File: src/sv/gfbs_pkg.sv
// Package for the grouped free-block stack: operation and result codes,
// controller states and the shift control word of the cell chain.
// Depends on nothing; every other file uses it by scoped names.
`default_nettype none
package gfbs_pkg;

  localparam int unsigned WORD_W  = 32;
  localparam int unsigned IDX_W   = 6;

  typedef enum logic [1:0] {
    OP_ALLOC  = 2'd0,
    OP_FREE   = 2'd1,
    OP_FILL   = 2'd2,
    OP_UNUSED = 2'd3
  } op_t;

  typedef enum logic [1:0] {
    KIND_ALLOC  = 2'd0,
    KIND_SPILL  = 2'd1,
    KIND_FILLED = 2'd2,
    KIND_REJECT = 2'd3
  } kind_t;

  typedef enum logic [1:0] {
    ST_FILL,
    ST_RUN,
    ST_SPILL
  } state_t;

  typedef struct packed {
    logic down;
    logic up;
  } shift_t;

endpackage
`default_nettype wire

File: src/sv/gfbs_cell.sv
// One stack cell of the grouped free-block stack chain: holds one entry and
// takes its neighbour's entry when the chain shifts. Uses gfbs_pkg.
`default_nettype none
module gfbs_cell (
  input  wire logic                          clk,
  input  wire gfbs_pkg::shift_t              ctl,
  input  wire logic [gfbs_pkg::WORD_W-1:0]   left_i,
  input  wire logic [gfbs_pkg::WORD_W-1:0]   right_i,
  output logic      [gfbs_pkg::WORD_W-1:0]   q
);

  logic [gfbs_pkg::WORD_W-1:0] data_r;
  logic [gfbs_pkg::WORD_W-1:0] data_nxt;

  always_comb begin
    priority if (ctl.down) begin
      data_nxt = left_i;
    end else if (ctl.up) begin
      data_nxt = right_i;
    end else begin
      data_nxt = data_r;
    end
  end

  always_ff @(posedge clk) begin
    data_r <= data_nxt;
  end

  assign q = data_r;

endmodule
`default_nettype wire

File: src/sv/grouped_free_block_stack.sv
// Top level of the grouped free-block stack: controller, result register and
// a chain of gfbs_cell stages holding the in-core stack. Uses gfbs_pkg.
//
// The stack lives in a chain of STACK_DEPTH cells with the top entry in the
// first cell: an allocation pops it and shifts the chain up, a free shifts
// the chain down and puts the freed block in the first cell. A free on a
// full stack spills STACK_DEPTH+1 result transactions, one per cycle while
// the output is not stalled, as the chain shifts its deepest entry out, and
// takes no input until the last one is loaded. After reset, and after an
// allocation that empties the stack, the block expects STACK_DEPTH+1 fill
// words: the top index and then the entries from the bottom up. No clearing
// pass is needed after reset.
`default_nettype none
module grouped_free_block_stack #(
  parameter int unsigned STACK_DEPTH = 32
) (
  input  wire logic        clk,
  input  wire logic        rst_n,
  input  wire logic        in_tvalid,
  output logic             in_tready,
  input  wire logic [63:0] in_tdata,   // freed_block[31:0], fill_data[63:32]
  input  wire logic [1:0]  in_tuser,   // op[1:0]
  output logic             out_tvalid,
  input  wire logic        out_tready,
  output logic      [71:0] out_tdata,  // block_number[31:0], word_index[37:32],
                                       // word_data[69:38], zero[71:70]
  output logic      [2:0]  out_tuser,  // kind[1:0], needs_fill[2]
  output logic             out_tlast
);

  localparam int unsigned TW  = (STACK_DEPTH > 1) ? $clog2(STACK_DEPTH) : 1;
  localparam int unsigned FPW = $clog2(STACK_DEPTH + 1);
  localparam int unsigned WW  = gfbs_pkg::WORD_W;

  logic [WW-1:0] cell_q [STACK_DEPTH];
  logic [WW-1:0] chain_in;
  gfbs_pkg::shift_t shift_ctl;

  for (genvar i = 0; i < STACK_DEPTH; i++) begin : g_cell
    logic [WW-1:0] left_d;
    logic [WW-1:0] right_d;
    if (i == 0) begin : g_first
      assign left_d = chain_in;
    end else begin : g_mid
      assign left_d = cell_q[i-1];
    end
    if (i == STACK_DEPTH - 1) begin : g_last
      assign right_d = '0;
    end else begin : g_inner
      assign right_d = cell_q[i+1];
    end
    gfbs_cell u_cell (
      .clk     (clk),
      .ctl     (shift_ctl),
      .left_i  (left_d),
      .right_i (right_d),
      .q       (cell_q[i])
    );
  end

  gfbs_pkg::state_t state_r, state_nxt;
  logic [TW-1:0]  top_r, top_nxt;
  logic [FPW-1:0] fill_pos_r, fill_pos_nxt;
  logic [FPW-1:0] spill_idx_r, spill_idx_nxt;
  logic [WW-1:0]  spill_blk_r, spill_blk_nxt;

  logic                     out_valid_r, out_valid_nxt;
  gfbs_pkg::kind_t          out_kind_r, out_kind_nxt;
  logic [WW-1:0]            out_blk_r, out_blk_nxt;
  logic                     out_need_r, out_need_nxt;
  logic [gfbs_pkg::IDX_W-1:0] out_idx_r, out_idx_nxt;
  logic [WW-1:0]            out_data_r, out_data_nxt;
  logic                     out_last_r, out_last_nxt;

  logic          out_free;
  logic          in_acc;
  gfbs_pkg::op_t in_op;
  logic [WW-1:0] freed_block;
  logic [WW-1:0] fill_data;
  logic [TW-1:0] fill_top;

  assign out_free    = !out_valid_r || out_tready;
  assign in_tready   = (state_r != gfbs_pkg::ST_SPILL) && out_free;
  assign in_acc      = in_tvalid && in_tready;
  assign in_op       = gfbs_pkg::op_t'(in_tuser);
  assign freed_block = in_tdata[31:0];
  assign fill_data   = in_tdata[63:32];
  assign fill_top    = (fill_data >= WW'(STACK_DEPTH)) ? TW'(STACK_DEPTH - 1)
                                                       : fill_data[TW-1:0];

  always_comb begin
    state_nxt     = state_r;
    top_nxt       = top_r;
    fill_pos_nxt  = fill_pos_r;
    spill_idx_nxt = spill_idx_r;
    spill_blk_nxt = spill_blk_r;
    out_valid_nxt = out_valid_r && !out_tready;
    out_kind_nxt  = out_kind_r;
    out_blk_nxt   = out_blk_r;
    out_need_nxt  = out_need_r;
    out_idx_nxt   = out_idx_r;
    out_data_nxt  = out_data_r;
    out_last_nxt  = out_last_r;
    shift_ctl     = '0;
    chain_in      = freed_block;

    unique case (state_r)
      gfbs_pkg::ST_FILL: begin
        if (in_acc) begin
          unique case (in_op)
            gfbs_pkg::OP_FILL: begin
              chain_in = fill_data;
              if (fill_pos_r == '0) begin
                top_nxt = fill_top;
              end else if (fill_pos_r <= FPW'(top_r) + FPW'(1)) begin
                shift_ctl.down = 1'b1;
              end
              fill_pos_nxt = fill_pos_r + FPW'(1);
              if (fill_pos_r == FPW'(STACK_DEPTH)) begin
                state_nxt     = gfbs_pkg::ST_RUN;
                fill_pos_nxt  = '0;
                out_valid_nxt = 1'b1;
                out_kind_nxt  = gfbs_pkg::KIND_FILLED;
                out_blk_nxt   = '0;
                out_need_nxt  = 1'b0;
                out_idx_nxt   = '0;
                out_data_nxt  = '0;
                out_last_nxt  = 1'b1;
              end
            end
            gfbs_pkg::OP_ALLOC, gfbs_pkg::OP_FREE: begin
              out_valid_nxt = 1'b1;
              out_kind_nxt  = gfbs_pkg::KIND_REJECT;
              out_blk_nxt   = '0;
              out_need_nxt  = 1'b0;
              out_idx_nxt   = '0;
              out_data_nxt  = '0;
              out_last_nxt  = 1'b1;
            end
            default: begin
            end
          endcase
        end
      end
      gfbs_pkg::ST_RUN: begin
        if (in_acc) begin
          unique case (in_op)
            gfbs_pkg::OP_ALLOC: begin
              out_valid_nxt = 1'b1;
              out_kind_nxt  = gfbs_pkg::KIND_ALLOC;
              out_blk_nxt   = cell_q[0];
              out_idx_nxt   = '0;
              out_data_nxt  = '0;
              out_last_nxt  = 1'b1;
              if (top_r == '0) begin
                out_need_nxt = 1'b1;
                state_nxt    = gfbs_pkg::ST_FILL;
                fill_pos_nxt = '0;
              end else begin
                out_need_nxt = 1'b0;
                top_nxt      = top_r - TW'(1);
                shift_ctl.up = 1'b1;
              end
            end
            gfbs_pkg::OP_FREE: begin
              if (top_r == TW'(STACK_DEPTH - 1)) begin
                out_valid_nxt = 1'b1;
                out_kind_nxt  = gfbs_pkg::KIND_SPILL;
                out_blk_nxt   = freed_block;
                out_need_nxt  = 1'b0;
                out_idx_nxt   = '0;
                out_data_nxt  = WW'(STACK_DEPTH - 1);
                out_last_nxt  = 1'b0;
                spill_blk_nxt = freed_block;
                spill_idx_nxt = FPW'(1);
                state_nxt     = gfbs_pkg::ST_SPILL;
              end else begin
                top_nxt        = top_r + TW'(1);
                shift_ctl.down = 1'b1;
              end
            end
            default: begin
            end
          endcase
        end
      end
      gfbs_pkg::ST_SPILL: begin
        chain_in = spill_blk_r;
        if (out_free) begin
          shift_ctl.down = 1'b1;
          out_valid_nxt  = 1'b1;
          out_kind_nxt   = gfbs_pkg::KIND_SPILL;
          out_blk_nxt    = spill_blk_r;
          out_need_nxt   = 1'b0;
          out_idx_nxt    = gfbs_pkg::IDX_W'(spill_idx_r);
          out_data_nxt   = cell_q[STACK_DEPTH-1];
          out_last_nxt   = (spill_idx_r == FPW'(STACK_DEPTH));
          if (spill_idx_r == FPW'(STACK_DEPTH)) begin
            state_nxt = gfbs_pkg::ST_RUN;
            top_nxt   = '0;
          end else begin
            spill_idx_nxt = spill_idx_r + FPW'(1);
          end
        end
      end
      default: begin
        state_nxt = gfbs_pkg::ST_FILL;
      end
    endcase
  end

  always_ff @(posedge clk) begin
    if (!rst_n) begin
      state_r     <= gfbs_pkg::ST_FILL;
      top_r       <= '0;
      fill_pos_r  <= '0;
      spill_idx_r <= '0;
      out_valid_r <= 1'b0;
    end else begin
      state_r     <= state_nxt;
      top_r       <= top_nxt;
      fill_pos_r  <= fill_pos_nxt;
      spill_idx_r <= spill_idx_nxt;
      out_valid_r <= out_valid_nxt;
    end
  end

  always_ff @(posedge clk) begin
    spill_blk_r <= spill_blk_nxt;
    out_kind_r  <= out_kind_nxt;
    out_blk_r   <= out_blk_nxt;
    out_need_r  <= out_need_nxt;
    out_idx_r   <= out_idx_nxt;
    out_data_r  <= out_data_nxt;
    out_last_r  <= out_last_nxt;
  end

  assign out_tvalid = out_valid_r;
  assign out_tdata  = {2'b00, out_data_r, out_idx_r, out_blk_r};
  assign out_tuser  = {out_need_r, out_kind_r};
  assign out_tlast  = out_last_r;

endmodule
`default_nettype wire

File: config.mk
export PLATFORM = sky130hd
export DESIGN_NAME = grouped_free_block_stack
export DESIGN_NICKNAME = d
export VERILOG_FILES = /design/src/sv/gfbs_pkg.sv /design/src/sv/gfbs_cell.sv /design/src/sv/grouped_free_block_stack.sv
export SDC_FILE = /design/constraint.sdc
export NUM_CORES = 1
export LEC_CHECK = 0
export BUFFER_PORTS_ARGS = -buffer_cell sky130_fd_sc_hd__buf_2
export CAP_MARGIN = 15
export CORE_UTILIZATION = 60
export DETAILED_ROUTE_END_ITERATION = 7
export PLACE_DENSITY = 0.84
export SLEW_MARGIN = 0
export SYNTH_ARGS = -nofsm -noshare
export SYNTH_HDL_FRONTEND = slang
export SYNTH_SLANG_ARGS = --single-unit
File: constraint.sdc
create_clock -name clk -period 48.9 [get_ports clk]
set_clock_uncertainty 0.1 [all_clocks]
set_input_delay 14.67 -clock clk [delete_from_list [all_inputs] [get_ports clk]]
set_output_delay 14.67 -clock clk [all_outputs]
set_load 0.01 [all_outputs]
# After elaboration in Yosys (flattened, before gate mapping)
# Index checks and enable logic that the tools add are counted.
# Widths: inputs -> output; s select.
word_totals:
  register_bits: 1150
  in_bits: 70
classes:
  n_eq_ne: 27
  n_reduce_logical: 21
  muxes: 166
  order_cmp: 2
  add_sub_neg: 5
op_table:
  columns: ["cell", "count"]
  rows:
  - ["$mux 32", 74]
  - ["$pmux 32 s2", 4]
  - ["$pmux 32 s3", 2]
  - ["$mux 6", 16]
  - ["$pmux 6 s2", 4]
  - ["$mux 5", 9]
  - ["$ge 32x6->1 const B", 1]
  - ["$mux 2", 14]
  - ["$mux 1", 25]
  - ["$ne 2x2->1 const B", 10]
  - ["$pmux 6 s3", 1]
  - ["$ne 3x3->1 const B", 5]
  - ["$pmux 5 s3", 1]
  - ["$add 6x1->6 const B", 2]
  - ["$eq 6x6->1 const B", 2]
  - ["$pmux 1 s2", 6]
  - ["$pmux 1 s3", 4]
  - ["$pmux 2 s2", 3]
  - ["$pmux 2 s3", 2]
  - ["$reduce_and 6->1", 2]
  - ["$pmux 5 s2", 1]
  - ["$reduce_and 10->1", 1]
  - ["$reduce_and 9->1", 1]
  - ["$reduce_and 8->1", 1]
  - ["19 further kinds", 30]

# Longest topological paths before layout
# Gate-level depths: netlist of run 1.
logic_depth:
  depth_word: 8
  mapped_depth: 13

# Cells and area by module
# A second synthesis of run 1 with hierarchy kept.
hier_totals:
  hier_cells: 2894
  hier_area_um2: 55157.9
by_module_without_submodules:
  columns: ["module", "n_inst", "cells_per_inst", "area_each_um2"]
  rows:
  - ["gfbs_cell", 32, 69, 1507.7]
  - ["grouped_free_block_stack", 1, 686, 6911.6]

# Least setup slack after synthesis of run 1
# Ideal clock, no wire load.
synth_path:
  kind: "input to register"
  start: "in in_tuser[1]"
  end: "reg g_cell[0].u_cell.data_r (netlist bit g_cell[0].u_cell.q[0]) (enable)"
  cell_stages: 8
  t_required_ps: 47322
  arrival_time_ps: 37987
  path_buffers: 3
  path_slack_ps: 9335
  cell_sequence: "nand3b_1 > o21ai_1 > a31o_2 > o311a_1 > clkbuf_1 > buf_2 > clkbuf_1 > a41o_1"
synth_via:
  elab_chain_len: 5
  word_cells_on_any_way: 11
synth_lines:
  columns: ["item", "line_no", "source"]
  rows:
  - ["start: declaration", "grouped_free_block_stack.sv:22", "input wire logic [1:0] in_tuser,"]
  - ["$eq 2x1->1, or another cell as far along", "grouped_free_block_stack.sv:147", "unique case (in_op)"]
  - ["$mux 1 (on tied branches)", "grouped_free_block_stack.sv:147, grouped_free_block_stack.sv:110", null]
  - ["$mux 2 or $mux 1 (tied branches)", "grouped_free_block_stack.sv:146, grouped_free_block_stack.sv:109", null]
  - ["$pmux 1 s3 or $mux 1 (tied branches)", "grouped_free_block_stack.sv:107", "unique case (state_r)"]
  - ["$reduce_bool 2->1 (no line) *", null, null]
  - ["end signal: assignment", "gfbs_cell.sv:26", "data_r <= data_nxt;"]
  - ["end: declaration", "gfbs_cell.sv:12", "logic [gfbs_pkg::WORD_W-1:0] data_r;"]
# Mark *: on every way between the ends. The rest lies on a longest branch, timed or not.
# A chain may end at the register's enable or synchronous reset.

# Worst setup path in the final report of run 1
layout_path:
  start: "in out_tready"
  end: "out in_tready"
layout_via:
  elab_chain_len: 2
layout_lines:
  columns: ["item", "line_no", "source"]
  rows:
  - ["start: declaration", "grouped_free_block_stack.sv:24", "input wire logic out_tready,"]
  - ["$logic_or 1x1->1", "grouped_free_block_stack.sv:82", "assign out_free = !out_valid_r || out_tready;"]
  - ["$logic_and 1x1->1", "grouped_free_block_stack.sv:83", "assign in_tready = (state_r != gfbs_pkg::ST_SPILL) && out_free;"]
  - ["end: declaration", "grouped_free_block_stack.sv:20", "output logic in_tready,"]
# No other way between the ends.

==> results of run 1 <==
[where the power goes]
group	switching (W)	internal (W)	leakage (nW)
clock network	0.000356	0.000462	1.68
logic	0.0000251	0.0000174	5.82
registers	0.00000426	0.00108	10.4
[layer usage]
| layer | up-vias | wire [um] | GRT usage |
|---|---|---|---|
| met5 | - | 0 | 0 |
| met4 | 0 | 1990 | 0.0595 |
| met3 | 161 | 3380 | 0.0345 |
| met2 | 550 | 45000 | 0.361 |
| met1 | 12300 | 32900 | 0.244 |
| li1 | 11200 | - | - |
[worst max-delay path, cell delays in order]
cell     delay [ns]
buf_2          0.11
nor2b_1        0.47
nor2_1         0.13
buf_2          0.19
[cell type report]
type                            count  area, sq um  share of cell area
Sequential cell                  1150        34300               0.629
Antenna cell                        1         2.50           0.0000459
Multi-Input combinational cell   1499        14300               0.263
Inverter                           22         82.6             0.00151
Clock buffer                      141         2890              0.0530
Timing Repair Buffer              171          983              0.0180
Clock inverter                     63          593              0.0109
Tap cell                         1070         1340              0.0245
[cell usage after synthesis, types with 2 or more instances]
| library cell | number |
|---|---|
| edfxtp_1 | 1130 |
| mux2_1 | 897 |
| nand2_1 | 122 |
| mux2_2 | 119 |
| and2_1 | 63 |
| a21oi_1 | 58 |
| buf_2 | 55 |
| buf_4 | 53 |
| clkbuf_1 | 38 |
| nand3_1 | 34 |
| nor2_1 | 34 |
| o211ai_1 | 25 |
| inv_1 | 22 |
| ha_1 | 21 |
| dfxtp_1 | 20 |
| o21ai_0 | 15 |
| nor4_1 | 12 |
| buf_1 | 11 |
| a22oi_1 | 8 |
| mux2i_1 | 8 |
| o22ai_1 | 6 |
| xor2_1 | 6 |
| a31oi_1 | 5 |
| and3_1 | 5 |
| nand4_1 | 5 |
| xnor2_1 | 5 |
| nand2b_1 | 4 |
| a211oi_1 | 3 |
| nand3b_1 | 3 |
| nor2b_1 | 3 |
| nor3_1 | 3 |
| or4_1 | 3 |
| nand4b_1 | 2 |
| o21ai_1 | 2 |
| o311a_1 | 2 |
| or3_1 | 2 |
[cells in the final DEF, fill, tap and decap left out, drive strengths merged, types with 3 or more instances in the layout]
cell type,n
ha,21
clkinv,47
xor2,6
and2,64
o211ai,25
a211oi,3
or3,3
nand2,122
a22oi,8
or4,3
o21ai,17
and3,6
a31oi,5
nand4,5
nor2,34
nor3,3
buf,171
mux2i,8
nor4,12
nand3b,3
clkbuf,141
edfxtp,1130
nand2b,4
clkinvlp,3
nand3,34
xnor2,5
nor2b,3
o22ai,6
mux2,1016
bufinv,8
dfxtp,20
a21oi,58
inv,27
[final timing paths]
path	from	endpoint	slack (ns)
max reg2reg	state_r[0]$_SDFFE_PN0P_	g_cell[26].u_cell.q[17]$_DFFE_PP_	40.55
min reg2reg	spill_idx_r[1]$_SDFFE_PN0P_	spill_idx_r[1]$_SDFFE_PN0P_	0.43
min	spill_idx_r[1]$_SDFFE_PN0P_	spill_idx_r[1]$_SDFFE_PN0P_	0.43
max	out_tready	in_tready	18.56
[logic make-up after synthesis]
family                   synth area share
AO/OA/AOI/OAI                      0.0172
XOR/XNOR                          0.00194
adder cells (fa/ha/maj)           0.00571
buffers and inverters              0.0190
flip-flops                          0.693
multiplexers                        0.233
other                           0.0000757
AND/OR/NAND/NOR                    0.0306
[metrics by stage]
stage | cells | hold WS [ns] | utilization | setup slack [ns] | total power, W
floorplan | 2828 | 0.357 | - | 9.34 | 0.00114
global placement | 3912 | 0.366 | 0.624 | 18.59 | 0.00115
detailed placement | 3912 | 0.403 | 0.624 | 18.58 | 0.00115
CTS | 4116 | 0.418 | 0.667 | 18.58 | 0.00197
global route | 4117 | 0.435 | 0.667 | 18.46 | 0.00201
finish | 4117 | 0.428 | 0.667 | 18.56 | 0.00195
[state kept, by name (all words and copies together) (netlist names)]
register	flops
g_cell.u_cell.q	1024
state_r	2
spill_blk_r	32
out_need_r	1
out_tvalid	1
out_kind_r	2
fill_pos_r	6
out_idx_r	6
spill_idx_r	6
out_data_r	32
out_tlast	1
out_blk_r	32
top_r	5
==> flow_metrics.tcl, run 1 <==
set metrics [dict create \
    hold_depth 2 \
    r2r_cells 10 \
    postCtsSetupRepairBufs 0 \
    path_class "in2out" \
    slew_headroom 0.174 \
    ys_types 59 \
    synth_edf_count 1130 \
    synth_top_area_cell "edfxtp_1" \
    grt_remaining_overflow 0 \
    die_w_um 289 \
    synth-seq-cells 1150 \
    outcome "finished clean" \
    path_clk_slew_ns 0.06 \
    fmax_ghz 0.0330 \
    cts.sinks 1150 \
    grt_pass1_vias 25500 \
    clk_path_buf_depth 3 \
    floorplan.initialDensity 0.605 \
    synth.top_cell.area_share 0.685 \
    die-area_sq_um 83700 \
    cellLeakagePower_nw 17.9 \
    yosysSeqAreaShare 0.693 \
    drt-pass1-iter-count 5 \
    worst_pin_slew_ns 1.23 \
    cts_resized 0 \
    row_count 105 \
    hold_violations 0 \
    area_delta_synth_final_pct 10.2 \
    wl_per_cell_um 20.2 \
    cp-start-kind "input pin" \
    setup_viol 0 \
    fin_setup_tns_ns 0 \
    rsz0062_at_grt "no" \
    num-fill-cells 5145 \
    drt-total-wl_mm 83.3 \
    syn_area_per_cell_sq_um 17.5 \
    min_period_over_period 0.620 \
    yosysWarnings 0 \
    htree_num_levels 3 \
    required_ns 34.13 \
    place.gp.congestion 0.852 \
    track_usage 0.199 \
    cp-end-kind "output port" \
    coreArea_sq_um 81800 \
    maxCapViolCount 0 \
    drtIter0Drc 1997 \
    synth.cell_area_sq_um 49500 \
    period_needed_ns 30.34 \
    post_route_cells_drive_above_1_share 0.148 \
    cts_hold_buffers 0 \
    ir_worst_vdd_v 0.0000304 \
    final_area_sq_um 54600 \
    worst-path-max-fanout 8 \
    cp.arrival_ns 15.57 \
    dpl.hpwl_mm 51.6 \
    ys_top_cells_by_area "edfxtp_1 68%, mux2_1 20%, mux2_2 2.7%, nand2_1 0.92%, dfxtp_1 0.81%" \
    synthFlopType "edfxtp_1" \
    nets 3047 \
    detail-route-antenna-nets 0 \
    synth-async-reset-ratio 0 \
    boundaryPins 148 \
    grt_max_degree 216 \
    cts_tree "built" \
    vias_per_cell 5.88 \
    cts_inserted_buffers 111 \
    die_y_um 289 \
    cts_root_buf "clkbuf_16" \
    routed-via-count 24200 \
    hold_path.class "reg2reg" \
    dpl_cell_area_sq_um 51100 \
    port_buffers 145 \
    powerDensity_nw_per_um2 35.7 \
    grt_pass1_wl_mm 134 \
    grt_antenna_before_repair 1 \
    insertion_delay_ns 0.69 \
    drc 0 \
    report.final.slew_viol_count 0 \
    synthCells 2827 \
]
Note: power is estimated with default switching activity, not from simulation.
==> inputs of run 2 (changes only) <==
==> constraint.sdc (replaced) <==
create_clock -name clk -period 29.9 [get_ports clk]
set_clock_uncertainty 0.1 [all_clocks]
set_input_delay 8.97 -clock clk [delete_from_list [all_inputs] [get_ports clk]]
set_output_delay 8.97 -clock clk [all_outputs]
set_load 0.01 [all_outputs]
==> flow_metrics.tcl, run 2 (synthesis results as in run 1) <==
set metrics [dict create \
    outcome "finished clean" \
    wl_met3_mm 3.46 \
    cp_cell_sequence "buf_2 -> nor2b_1 -> nor2_1 -> buf_2" \
    cp-start-kind "input pin" \
    postCtsSetupRepairBufs 0 \
    routed-via-count 24200 \
    row_count 105 \
    worst_pin_slew_ns 1.12 \
    hold_end "spill_idx_r[1]$_SDFFE_PN0P_" \
    num-fill-cells 5091 \
    track_usage 0.204 \
    final_common_cell "edfxtp_1" \
    grt_antenna_before_repair 1 \
    cts.sinks 1150 \
    period_needed_ns 19.02 \
    met2_length_mm 45.8 \
    required_ns 20.83 \
    hold_depth 2 \
    diodes 0 \
    detail-route-antenna-nets 0 \
    final_cell_mix "1130 x edfxtp_1, 897 x mux2_1, 145 x buf_2" \
    drt-pass1-iter-count 7 \
    grt_max_degree 200 \
    powerDensity_nw_per_um2 59.1 \
    grt_pass1_wl_mm 136 \
    r2r_end "g_cell[21].u_cell.q[9]$_DFFE_PP_" \
    cp-end-kind "output port" \
    r2r_cells 10 \
    grt_remaining_overflow 0 \
    cts_root_buf "clkbuf_16" \
    fin_total_pwr_w 0.00324 \
    nets 3050 \
    post_route_cells_drive_above_1_share 0.153 \
    cts_tree "built" \
    coreArea_sq_um 81800 \
    fin_setup_tns_ns 0 \
    drt-total-wl_mm 85.5 \
    worstHoldStart "spill_idx_r[1]$_SDFFE_PN0P_" \
    r2r_start "state_r[0]$_SDFFE_PN0P_" \
    clk_path_buf_depth 3 \
    grt_pass1_vias 25600 \
    cellLeakagePower_nw 18.0 \
    final_area_sq_um 54800 \
    largest_reg_flops 1024 \
    path_common_cell "buf_2" \
    die-area_sq_um 83700 \
    rrSetupSlack_ns 22.93 \
    dpl_cell_area_sq_um 51100 \
    hold_violations 0 \
    crit_slowest_cell "nor2b_1" \
    htree_num_levels 3 \
    wl_met1_mm 34.1 \
    rsz0062_at_grt "no" \
    cp.arrival_ns 9.95 \
    wl_per_cell_um 20.7 \
    area_delta_synth_final_pct 10.6 \
    place.gp.congestion 0.863 \
    cts_resized 0 \
    drc 0 \
    port_buffers 145 \
    holdWs_ns 0.429 \
    drtIter0Drc 2124 \
    floorplan.initialDensity 0.605 \
    cts_hold_buffers 0 \
    hold_path.class "reg2reg" \
    boundaryPins 148 \
    highest_layer "met4" \
    cts_inserted_buffers 109 \
    maxCapViolCount 0 \
    dpl.hpwl_mm 52.4 \
    worst-path-max-fanout 8 \
    die_y_um 289 \
    min_period_over_period 0.636 \
    die_w_um 289 \
    insertion_delay_ns 0.67 \
    cp_slowest_stage_delay_ns 0.52 \
    setup_viol 0 \
    vias_per_cell 5.88 \
    report.final.slew_viol_count 0 \
    slew_headroom 0.251 \
    path_class "in2out" \
    ir_worst_vdd_v 0.0000469 \
    path_clk_slew_ns 0.06 \
    fmax_ghz 0.0526 \
]
## run 2: final cells by class
cell class | instances | area [sq um] | area share
timing repair buffer | 176 | 1040 | 0.0190
sequential | 1150 | 34300 | 0.627
inverter | 22 | 82.6 | 0.00151
clock buffer | 132 | 2880 | 0.0525
clock inverter | 72 | 762 | 0.0139
tap | 1070 | 1340 | 0.0244
multi-input combinational | 1499 | 14300 | 0.262
## run 2: stage by stage
stage | worst slack [ns] | util | cells
detailed placement | 10.92 | 0.625 | 3916
floorplan | 7.36 | - | 2828
finish | 10.88 | 0.669 | 4121
global route | 10.81 | 0.669 | 4121
CTS | 10.92 | 0.669 | 4120
global placement | 10.94 | 0.624 | 3914
## run 2: metal layers
metal  track usage  vias to the layer above
met3        0.0332                      183
met5             0                        -
met4        0.0599                        0
li1              -                    11200
met1         0.252                    12200
met2         0.367                      588
## run 2: worst max-delay path, delay by kind of cell
family / cells / cell delay, ns
simple gates: 2 / 0.68
buf+inv: 2 / 0.29
## run 2: where the power goes
| part | leakage (nW) | switching [W] | internal [W] |
|---|---|---|---|
| sequential | 10.4 | 0.00000711 | 0.00177 |
| clock | 1.77 | 0.000585 | 0.000808 |
| combinational | 5.85 | 0.0000420 | 0.0000289 |
| total | 18.0 | 0.000634 | 0.00261 |
## run 2: how the worst max path moves through the flow
stage / startpoint / to
after global placement: out_tready / in_tready
after detailed placement: out_tready / in_tready
after global routing: out_tready / in_tready
after CTS: out_tready / in_tready
after floorplan: in_tuser[1] / g_cell[0].u_cell.q[0]$_DFFE_PP_
final: out_tready / in_tready
